<file path="config.mk">
export PLATFORM = sky130hd
export DESIGN_NAME = coalescing_request_ring_queue
export DESIGN_NICKNAME = d
export VERILOG_FILES = /design/src/design/crrq_pkg.sv /design/src/design/crrq_cell.sv /design/src/design/coalescing_request_ring_queue.sv
export SDC_FILE = /design/constraint.sdc
export NUM_CORES = 1
export LEC_CHECK = 0
export ABC_AREA = 1
export BUFFER_PORTS_ARGS = -buffer_cell sky130_fd_sc_hd__buf_2
export CAP_MARGIN = 20
export CORE_MARGIN = 1
export CORE_UTILIZATION = 31
export CTS_CLUSTER_DIAMETER = 200
export CTS_CLUSTER_SIZE = 24
export DETAILED_ROUTE_END_ITERATION = 8
export PLACE_DENSITY = 0.52
export SYNTH_ARGS = -nofsm -noshare
export SYNTH_HDL_FRONTEND = slang
export SYNTH_SLANG_ARGS = --single-unit
</file>
<file path="constraint.sdc">
create_clock -name clk -period 4.1 [get_ports clk]
set_clock_uncertainty 0.15 [all_clocks]
set_input_delay 0.82 -clock clk [delete_from_list [all_inputs] [get_ports clk]]
set_output_delay 0.82 -clock clk [all_outputs]
set_load 0.03 [all_outputs]
</file>
<file path="src/design/crrq_pkg.sv">
// Shared types and constants for the coalescing request ring queue.
// Used by crrq_cell and coalescing_request_ring_queue; depends on nothing.
`default_nettype none

package crrq_pkg;

  localparam int QUEUE_DEPTH_DEF = 16;
  localparam int ID_WIDTH_DEF = 16;
  localparam int ID_PORT_W = 16;
  localparam int VOL_W = 16;
  localparam int LEVEL_W = 8;
  localparam int STATUS_W = 3;
  localparam logic [LEVEL_W-1:0] LEVEL_MAX = 8'd128;

  typedef enum logic [STATUS_W-1:0] {
    ST_MERGED = 3'd0,
    ST_QUEUED = 3'd1,
    ST_FULL   = 3'd2,
    ST_SERVED = 3'd3,
    ST_EMPTY  = 3'd4
  } status_t;

  typedef enum logic {
    OP_ENQUEUE = 1'b0,
    OP_SERVICE = 1'b1
  } opcode_t;

  typedef struct packed {
    logic pop;
    logic enq;
    logic any_hit;
  } cell_ctrl_t;

endpackage

`default_nettype wire

</file>
<file path="src/design/crrq_cell.sv">
// One slot of the queue: holds an id and a volume, compares the id of an
// incoming item and takes its neighbor's slot on a pop. Depends on crrq_pkg.
`default_nettype none

module crrq_cell #(
  parameter int IDW = crrq_pkg::ID_WIDTH_DEF
) (
  input  wire                               clk,
  input  wire crrq_pkg::cell_ctrl_t         ctrl,
  input  wire                               valid,
  input  wire                               at_tail,
  input  wire [IDW-1:0]                     new_id,
  input  wire signed [crrq_pkg::VOL_W-1:0]  new_vol,
  input  wire [IDW-1:0]                     upper_id,
  input  wire signed [crrq_pkg::VOL_W-1:0]  upper_vol,
  output logic [IDW-1:0]                    id,
  output logic signed [crrq_pkg::VOL_W-1:0] vol,
  output logic                              hit
);

  assign hit = valid && (id == new_id);

  always_ff @(posedge clk) begin
    if (ctrl.pop) begin
      id  <= upper_id;
      vol <= upper_vol;
    end else if (ctrl.enq) begin
      if (hit) begin
        if (new_vol > vol) begin
          vol <= new_vol;
        end
      end else if (!ctrl.any_hit && at_tail) begin
        id  <= new_id;
        vol <= new_vol;
      end
    end
  end

endmodule

`default_nettype wire

</file>
<file path="src/design/coalescing_request_ring_queue.sv">
// Top level of the coalescing request queue: a row of crrq_cell slots kept
// in order from the head, plus the fill count and result register.
// Depends on crrq_pkg and crrq_cell.
//
// The block takes one item in every cycle: busy never rises, and the result
// of an item appears on status, served_id and level with done high in the
// cycle after start, for exactly one cycle. Every slot compares its id with
// the incoming one at once. The queue holds at most QUEUE_DEPTH-1 requests;
// a service shifts every slot one place toward the head.
`default_nettype none

module coalescing_request_ring_queue #(
  parameter int QUEUE_DEPTH = crrq_pkg::QUEUE_DEPTH_DEF,
  parameter int ID_WIDTH = crrq_pkg::ID_WIDTH_DEF
) (
  input  wire                                clk,
  input  wire                                rst,
  input  wire                                start,
  output logic                               busy,
  input  wire                                opcode,
  input  wire [crrq_pkg::ID_PORT_W-1:0]      req_id,
  input  wire signed [crrq_pkg::VOL_W-1:0]   volume,
  output logic                               done,
  output logic [crrq_pkg::STATUS_W-1:0]      status,
  output logic [crrq_pkg::ID_PORT_W-1:0]     served_id,
  output logic [crrq_pkg::LEVEL_W-1:0]       level
);

  localparam int KEPT_W = (ID_WIDTH < crrq_pkg::ID_PORT_W) ? ID_WIDTH : crrq_pkg::ID_PORT_W;
  localparam int CNT_W = $clog2(QUEUE_DEPTH);
  localparam logic [CNT_W-1:0] CNT_FULL = CNT_W'(QUEUE_DEPTH - 1);

  logic [CNT_W-1:0] count;
  logic [CNT_W-1:0] count_next;
  logic             done_next;
  crrq_pkg::status_t status_reg;
  crrq_pkg::status_t status_next;
  logic [crrq_pkg::ID_PORT_W-1:0] served_id_next;
  logic [crrq_pkg::LEVEL_W-1:0]   level_next;

  logic [KEPT_W-1:0]                     cell_id  [QUEUE_DEPTH];
  logic signed [crrq_pkg::VOL_W-1:0]     cell_vol [QUEUE_DEPTH];
  logic [QUEUE_DEPTH-1:0]                cell_hit;
  crrq_pkg::cell_ctrl_t                  ctrl;
  logic                                  accept;
  logic                                  is_empty;
  logic                                  is_full;
  logic [KEPT_W-1:0]                     in_id;
  logic signed [crrq_pkg::VOL_W-1:0]     head_vol;

  assign busy     = 1'b0;
  assign accept   = start && !busy;
  assign is_empty = (count == '0);
  assign is_full  = (count == CNT_FULL);
  assign in_id    = req_id[KEPT_W-1:0];
  assign head_vol = cell_vol[0];

  assign ctrl.pop     = accept && (opcode == crrq_pkg::OP_SERVICE) && !is_empty;
  assign ctrl.enq     = accept && (opcode == crrq_pkg::OP_ENQUEUE) && !is_full;
  assign ctrl.any_hit = |cell_hit;

  for (genvar i = 0; i < QUEUE_DEPTH; i++) begin : g_cell
    localparam int UP = (i == QUEUE_DEPTH - 1) ? i : i + 1;
    crrq_cell #(
      .IDW(KEPT_W)
    ) u_cell (
      .clk      (clk),
      .ctrl     (ctrl),
      .valid    (CNT_W'(i) < count),
      .at_tail  (CNT_W'(i) == count),
      .new_id   (in_id),
      .new_vol  (volume),
      .upper_id (cell_id[UP]),
      .upper_vol(cell_vol[UP]),
      .id       (cell_id[i]),
      .vol      (cell_vol[i]),
      .hit      (cell_hit[i])
    );
  end

  always_comb begin
    count_next     = count;
    status_next    = status_reg;
    served_id_next = '0;
    level_next     = '0;
    done_next      = accept;
    if (accept) begin
      if (opcode == crrq_pkg::OP_ENQUEUE) begin
        if (is_full) begin
          status_next = crrq_pkg::ST_FULL;
        end else if (ctrl.any_hit) begin
          status_next = crrq_pkg::ST_MERGED;
        end else begin
          status_next = crrq_pkg::ST_QUEUED;
          count_next  = count + 1'b1;
        end
      end else if (is_empty) begin
        status_next = crrq_pkg::ST_EMPTY;
      end else begin
        status_next    = crrq_pkg::ST_SERVED;
        count_next     = count - 1'b1;
        served_id_next = crrq_pkg::ID_PORT_W'(cell_id[0]);
        if (head_vol[crrq_pkg::VOL_W-1] || head_vol == '0) begin
          level_next = '0;
        end else if (head_vol[crrq_pkg::VOL_W-1:1] > 15'(crrq_pkg::LEVEL_MAX)) begin
          level_next = crrq_pkg::LEVEL_MAX;
        end else begin
          level_next = head_vol[crrq_pkg::LEVEL_W:1];
        end
      end
    end
  end

  always_ff @(posedge clk) begin
    if (rst) begin
      count      <= '0;
      done       <= 1'b0;
      status_reg <= crrq_pkg::ST_MERGED;
    end else begin
      count      <= count_next;
      done       <= done_next;
      status_reg <= status_next;
    end
    served_id <= served_id_next;
    level     <= level_next;
  end

  assign status = status_reg;

  a_count_bound: assert property (@(posedge clk) disable iff (rst)
    count <= CNT_FULL)
    else $error("queue fill count beyond capacity");

  a_done_follows_start: assert property (@(posedge clk) disable iff (rst)
    accept |=> done)
    else $error("no result in the cycle after an accepted item");

  a_served_pops: assert property (@(posedge clk) disable iff (rst)
    (done && status_reg == crrq_pkg::ST_SERVED) |-> (count == $past(count) - 1'b1))
    else $error("served result without a pop");

  a_queued_pushes: assert property (@(posedge clk) disable iff (rst)
    (done && status_reg == crrq_pkg::ST_QUEUED) |-> (count == $past(count) + 1'b1))
    else $error("queued result without a push");

endmodule

`default_nettype wire

</file>
== Yosys cells after proc, flatten, opt, wreduce, memory -nomap -nowiden ==
Index checks and enable logic that the tools add are counted.
Widths: inputs -> output; s select.
Cells by class
  multiplexer cells: 147
  $lt $le $gt $ge: 33
  eq/ne operators: 66
  reductions and logical operators: 111
  $add $sub $neg: 2
  bitwise gates (word level): 4
Operators by type and width (count)
  $mux 16: 138
  $eq 16x16->1: 16
  $gt 16x16->1: 16
  $reduce_and 3->1: 30
  $ne 3x3->1 const B: 15
  $reduce_bool 3->1: 15
  $ne 2x2->1 const B: 19
  $logic_and 1x1->1: 36
  $reduce_bool 2->1: 17
  $eq 4x4->1 const A: 8
  $lt 4x4->1 const A: 8
  $eq 3x4->1 const A: 4
  $logic_not 16->1: 1
  $lt 3x4->1 const A: 4
  $mux 4: 4
  $reduce_or 16->1: 1
  $gt 15x8->1 const B: 1
  $reduce_and 4->1: 3
  $eq 2x4->1 const A: 2
  $lt 1x4->1 const A: 2
  $lt 2x4->1 const A: 2
  $mux 8: 1
  $mux 3: 2
  $reduce_or 5->1: 1
  12 further kinds: 17
Word-level totals
  output and inout bits: 29
  input port bits: 36
  logic and storage cells: 401
  register bits after elaboration: 544

== Depth between registers and ports, before layout ==
  depth after elaboration: 9
  depth in mapped cells: 20
  mapped depth without buffers: 18

== Cells and area by module ==
A second synthesis with hierarchy kept.
Second synthesis, totals
  cells, all modules: 5087
  area, all modules: 37350.8 µm²
By module, submodules not included
  crrq_cell (g_cell[0].u_cell ...): instances 12, area each 2242.2 µm², cells each 305, seq. area each 960.9 µm²
  crrq_cell (g_cell[7].u_cell ...): instances 3, area each 2225.9 µm², cells each 300, seq. area each 960.9 µm²
  crrq_cell (g_cell[12].u_cell): instances 1, area each 2245.9 µm², cells each 305, seq. area each 960.9 µm²
  coalescing_request_ring_queue: instances 1, area each 1521.5 µm², cells each 222, seq. area each 640.6 µm²

== Worst setup path before layout ==
OpenSTA, ideal clock, no wires.
  path kind: input-to-reg
  start: in req_id[7] (netlist name)
  end: reg g_cell[12].u_cell.id[0], enable pin
  required time: 3.556 ns
  library setup time: 0.394 ns
  buffers on the path: 3
  stages on the path: 18
  path slack: 0.601 ns
  data arrival time: 2.954 ns
  cell sequence: buf_2 > inv_1 > buf_4 > nand2_1 > nand2_1 > nor2_1 > nand2_1 > nor2_1 > nand3_1 > nand2_1 > inv_1 > nand2_1 > nor2_1 > nand2_2 > inv_2 > buf_6 > nand3_1 > a21oi_1
Between the ends
  longest elaborated chain between the ends: 7
  elaborated cells on any way between the ends: 38
  classes of those cells: eq/ne: 17; reduce/logical: 21
Ends and longest elaborated chain
  from (decl): RTL line coalescing_request_ring_queue.sv:21  | input wire [crrq_pkg::ID_PORT_W-1:0] req_id,
  $eq 16x16->1: RTL line crrq_cell.sv:21  | assign hit = valid && (id == new_id);
  $logic_and 1x1->1: RTL line crrq_cell.sv:21
  $reduce_or 16->1: RTL line coalescing_request_ring_queue.sv:60  | assign ctrl.any_hit = |cell_hit;
  $logic_not 1->1: RTL line crrq_cell.sv:32  | end else if (!ctrl.any_hit && at_tail) begin
  $logic_and 1x1->1: RTL line crrq_cell.sv:32
  $reduce_bool 2->1 (no line)
  $reduce_and 3->1 (no line) *
  to (signal assigned): RTL line crrq_cell.sv:25  | id <= upper_id;
  to (signal assigned): RTL line crrq_cell.sv:33  | id <= new_id;
  to (decl): RTL line crrq_cell.sv:16  | output logic [IDW-1:0] id,
Mark *: on every way between the ends. The rest lies on a longest branch, timed or not.
A chain may end at the register's enable or synchronous reset.

== Worst setup path after layout ==
  start: reg count[3]
  end: reg g_cell[11].u_cell.id[6], enable pin
Between the ends
  longest elaborated chain between the ends: 7
  elaborated cells on any way between the ends: 46
  classes of those cells: order compare: 16; eq/ne: 3; reduce/logical: 27
Ends and longest elaborated chain
  from (decl): RTL line coalescing_request_ring_queue.sv:33  | logic [CNT_W-1:0] count;
  from (signal assigned): RTL line coalescing_request_ring_queue.sv:120  | count <= count_next;
  $lt 1x4->1 (tied with other cells): RTL line coalescing_request_ring_queue.sv:69  | .valid (CNT_W'(i) < count),
  $logic_and 1x1->1: RTL line crrq_cell.sv:21
  $reduce_or 16->1: RTL line coalescing_request_ring_queue.sv:60
  $logic_not 1->1: RTL line crrq_cell.sv:32
  $logic_and 1x1->1: RTL line crrq_cell.sv:32
  $reduce_bool 2->1 (no line)
  $reduce_and 3->1 (no line) *
  to (signal assigned): RTL line crrq_cell.sv:25
  to (signal assigned): RTL line crrq_cell.sv:33
  to (decl): RTL line crrq_cell.sv:16
Marks and branches as above.

==> impl_summary.md <==
Critical path
Of all nets on the critical path, the largest fanout is 16. The timing endpoint of the critical path is g_cell[11].u_cell.id[6]. At the worst endpoint, the required time is 4200 ps.

The launch point of the worst reg-to-reg path is count[3]. The worst path arrival time is 3990 ps. The worst setup path is captured at a flop. For flop-to-flop paths, the worst setup slack is 210 ps. The critical path is of the reg -> reg type. The worst register-to-register path ends at g_cell[11].u_cell.id[6]. The startpoint type of the worst setup path is a flop. The number of cell instances on the worst register-to-register path is 14. The beginning of the critical path is count[3].

Yosys
Yosys mapped a number of flops with a built-in enable equal to 512. In this run, synthesis produced a sequential element count of 544. The mean area per synthesized cell is 8.97 um2. The Yosys step of the flow raised 0 warnings.

The post-synthesis instance area is 0.0307 mm2. After synthesis, flip-flops and latches occupy 52.2% of the total area. By count the netlist is led by sky130_fd_sc_hd__nand2_1, sky130_fd_sc_hd__edfxtp_1, sky130_fd_sc_hd__inv_1, sky130_fd_sc_hd__o21ai_0, sky130_fd_sc_hd__ha_1. The most frequently used flop master after synthesis is sky130_fd_sc_hd__edfxtp_1. The portion of synthesized cell area occupied by the leading cell type is 50.2%. In the synthesized netlist the async set-or-reset flop fraction comes to 0%.

Counting every instance in the synthesized netlist gives 3,418. In the post-synthesis netlist, the biggest area contributors are sky130_fd_sc_hd__edfxtp_1, sky130_fd_sc_hd__nand2_1, sky130_fd_sc_hd__ha_1, sky130_fd_sc_hd__o21ai_0, sky130_fd_sc_hd__inv_1. The cell with the most instances after synthesis is sky130_fd_sc_hd__nand2_1. The most area-hungry cell type in the Yosys netlist is sky130_fd_sc_hd__edfxtp_1. The number of different library cells used by synthesis comes to 45.

Die
The die covers 0.100 mm2. The count of standard-cell rows is 114. The height of the die is 316 um. The number of ports placed on the die boundary is 65.

The core outline area is 0.0973 mm2. The horizontal die dimension is 316 um. The initial core utilization is 31.5%.

Drt
The average detailed-routed wire length per instance is 17.0 um. The total detailed-routing wirelength is 82.8 mm. Dividing the detail-routed via count by the number of cells gives 4.71.

The detail route stage leaves a number of antenna-violating nets equal to 0. The detailed router finished its first iteration with 1,637 violations. The overall via count from detail_route is 22,900. The first TritonRoute pass finished after 8 iterations. The remaining routing DRC violations is 0.

GRT
The number of global-route vias before repair is 22,000. Across every metal layer, demand over resource in global routing totals 16.4%. The initial antenna violation count is 0. The total global routing overflow is 0. Entering global routing, the biggest net connects 82 pins.

The first-pass GRT wire length is 127 mm.

Timing
The number of hold violations in the final report is 0. The period utilization is 95.0%. The normalized max-slew margin is 36.7%. The clock period could shrink to 3890 ps. The total count of max-transition violations in the final report is 0. The final worst-path setup slack is 206 ps. The final hold slack is 270 ps. Setup repair after global routing left no endpoint under its margin. The worst-margin pin slew is 949 ps. The timing-limited maximum frequency is 257 MHz. The final setup violation count is 0.

Hold path
The worst hold path belongs to the class in -> reg.

Clocking
CTS built an H-tree with a depth of 1. The count of clock tree sinks is 544. The longest clock path from root to sink contains 3 buffers. The clock tree root driver cell is sky130_fd_sc_hd__clkbuf_16. The later pin in the worst-skew pair is clocked with a latency of 630 ps.

The CTS tree is yes. The TritonCTS buffer count is 26. The clock slew at the register clock pins of the worst setup and hold paths is 110 ps. Buffers added to address setup during post-CTS repair amount to 0.

Job
Max-cap violations in this run came to 0.

Pwr
The ratio of total power to cell area is 349 mW/mm2. The switching share of total power is 29.1%. The internal power contribution is 8.55 mW. Per report_power, the combinational group accounts for 18.9% of the total.

The clock network accounts for 25.8% of the total power. For this design the total switching power over the nets is 3.51 mW. The static leakage is 15.1 nW. In this run, flip-flops and latches consume 55.2% of the power. The worst supply voltage drop on vdd is 0.234 mV.

Placement
The cell count after placement is 4,818. Before CTS, the worst setup slack after placement is -208 ps. The count of buffers from port buffering is 63. The total half-perimeter wirelength after legalization and detailed placement is 65.5 mm. The congestion estimate from routability-driven global placement came to 0.885.

Cells and area
Summing all flip-flop and latch instances after layout gives 0.0160 mm2. Once layout is complete, the cells apart from fillers number 4,867. The multi-input combinational cells in the finished layout cover a total of 0.0122 mm2.

In the final layout, the share of cells above drive strength 1 is 8.27%. The count of fill cells added during filler insertion is 9,961. The number of nets at the end of the flow is 3,834. The area growth from synthesis to layout is 12.7%. In the final layout, the registers with the most flip-flops are g_cell.u_cell.id (256), g_cell.u_cell.vol (256), served_id (16).

Outcome
The flow ran to the end, and the final reports show no timing, DRC or antenna violations.
## power by group through the flow
| stage | logic, mW | registers (mW) | clock network, mW |
|---|---|---|---|
| finish | 2.28 | 6.66 | 3.12 |
| global route | 2.60 | 6.70 | 3.37 |
| CTS | 2.31 | 6.66 | 3.21 |
| detailed placement | 2.30 | 6.79 | 0 |
| global placement | 2.26 | 6.79 | 0 |
| floorplan | 1.39 | 6.78 | 0 |
## stage by stage
step	area [um2]	setup TNS [ps]	utilization, %	power [mW]
2_1_floorplan	30800	0	-	8.18
3_3_place_gp	33800	-14790	34.7	9.05
3_5_place_dp	33800	-15450	34.7	9.09
4_1_cts	34500	0	35.5	12.2
5_1_grt	34500	0	35.5	12.7
6_report	34600	0	35.5	12.1
## critical path, cell delays in order, from the launching register on
cell and delay, ps:
sky130_fd_sc_hd__dfxtp_1 560, sky130_fd_sc_hd__nor2_4 220, sky130_fd_sc_hd__buf_4 190, sky130_fd_sc_hd__nand2_2 190, sky130_fd_sc_hd__nand3_1 120, sky130_fd_sc_hd__nor2_1 60, sky130_fd_sc_hd__nand3_1 100, sky130_fd_sc_hd__nor2_1 60
sky130_fd_sc_hd__nor2_1 250, sky130_fd_sc_hd__nand2_1 170, sky130_fd_sc_hd__nor2_1 160, sky130_fd_sc_hd__nand2_2 90, sky130_fd_sc_hd__inv_2 250, sky130_fd_sc_hd__nand3_1 180, sky130_fd_sc_hd__a21oi_2 770
## worst min path at each step
stage,depth (start not counted),startpoint,end,slack (ps)
floorplan,1,g_cell[0].u_cell.vol[8],level[7],310
finish,2,rst,status[0],270
detailed placement,2,status[0],status[0],310
global placement,2,status[0],status[0],300
global route,2,rst,status[0],250
CTS,2,rst,status[0],220
## cells by family after synthesis
group | Yosys count | share of synthesized area [%]
xor+xnor | 73 | 2.09
other cells | 1 | 0.0122
compound gates | 628 | 10.7
buf+inv | 658 | 8.71
simple gates | 1286 | 17.0
fa+ha+maj | 228 | 9.31
flops | 544 | 52.2
## layer usage
metal  track usage (%)  up-vias  wire length [um]
li1                  -    11600                 -
met1              23.5    10800             40100
met2              26.7      390             37500
met3              1.78       79              3540
met4              3.61        0              1620
met5                 0        -                 0
## placed cells by master (no fill, tap or decap), drive strengths merged, types with 6 or more instances in the layout
cell type  instances
nand2            886
inv              517
edfxtp           512
o21ai            465
buf              232
ha               228
nor2             216
a21oi            115
nand3             97
nand4             47
clkbuf            47
xor2              42
conb              33
dfxtp             32
xnor2             31
nor3              21
o211ai            17
nor4              10
a31oi              7
o22ai              6
## area by class of cell
type,instances,share of cell area [%]
sequential,544,46.4
multi-input combinational,2248,35.2
timing repair buffer,232,6.00
inverter,518,5.65
tap,1276,4.62
clock buffer,47,2.17
clock inverter,1,0.0253
antenna,1,0.00724
## timing repair
item,CTS,global route
endpoints found under the setup margin,0,43
hold buffers,0,0
gates resized for setup,0,3
Note: power is estimated with default switching activity, not from simulation.
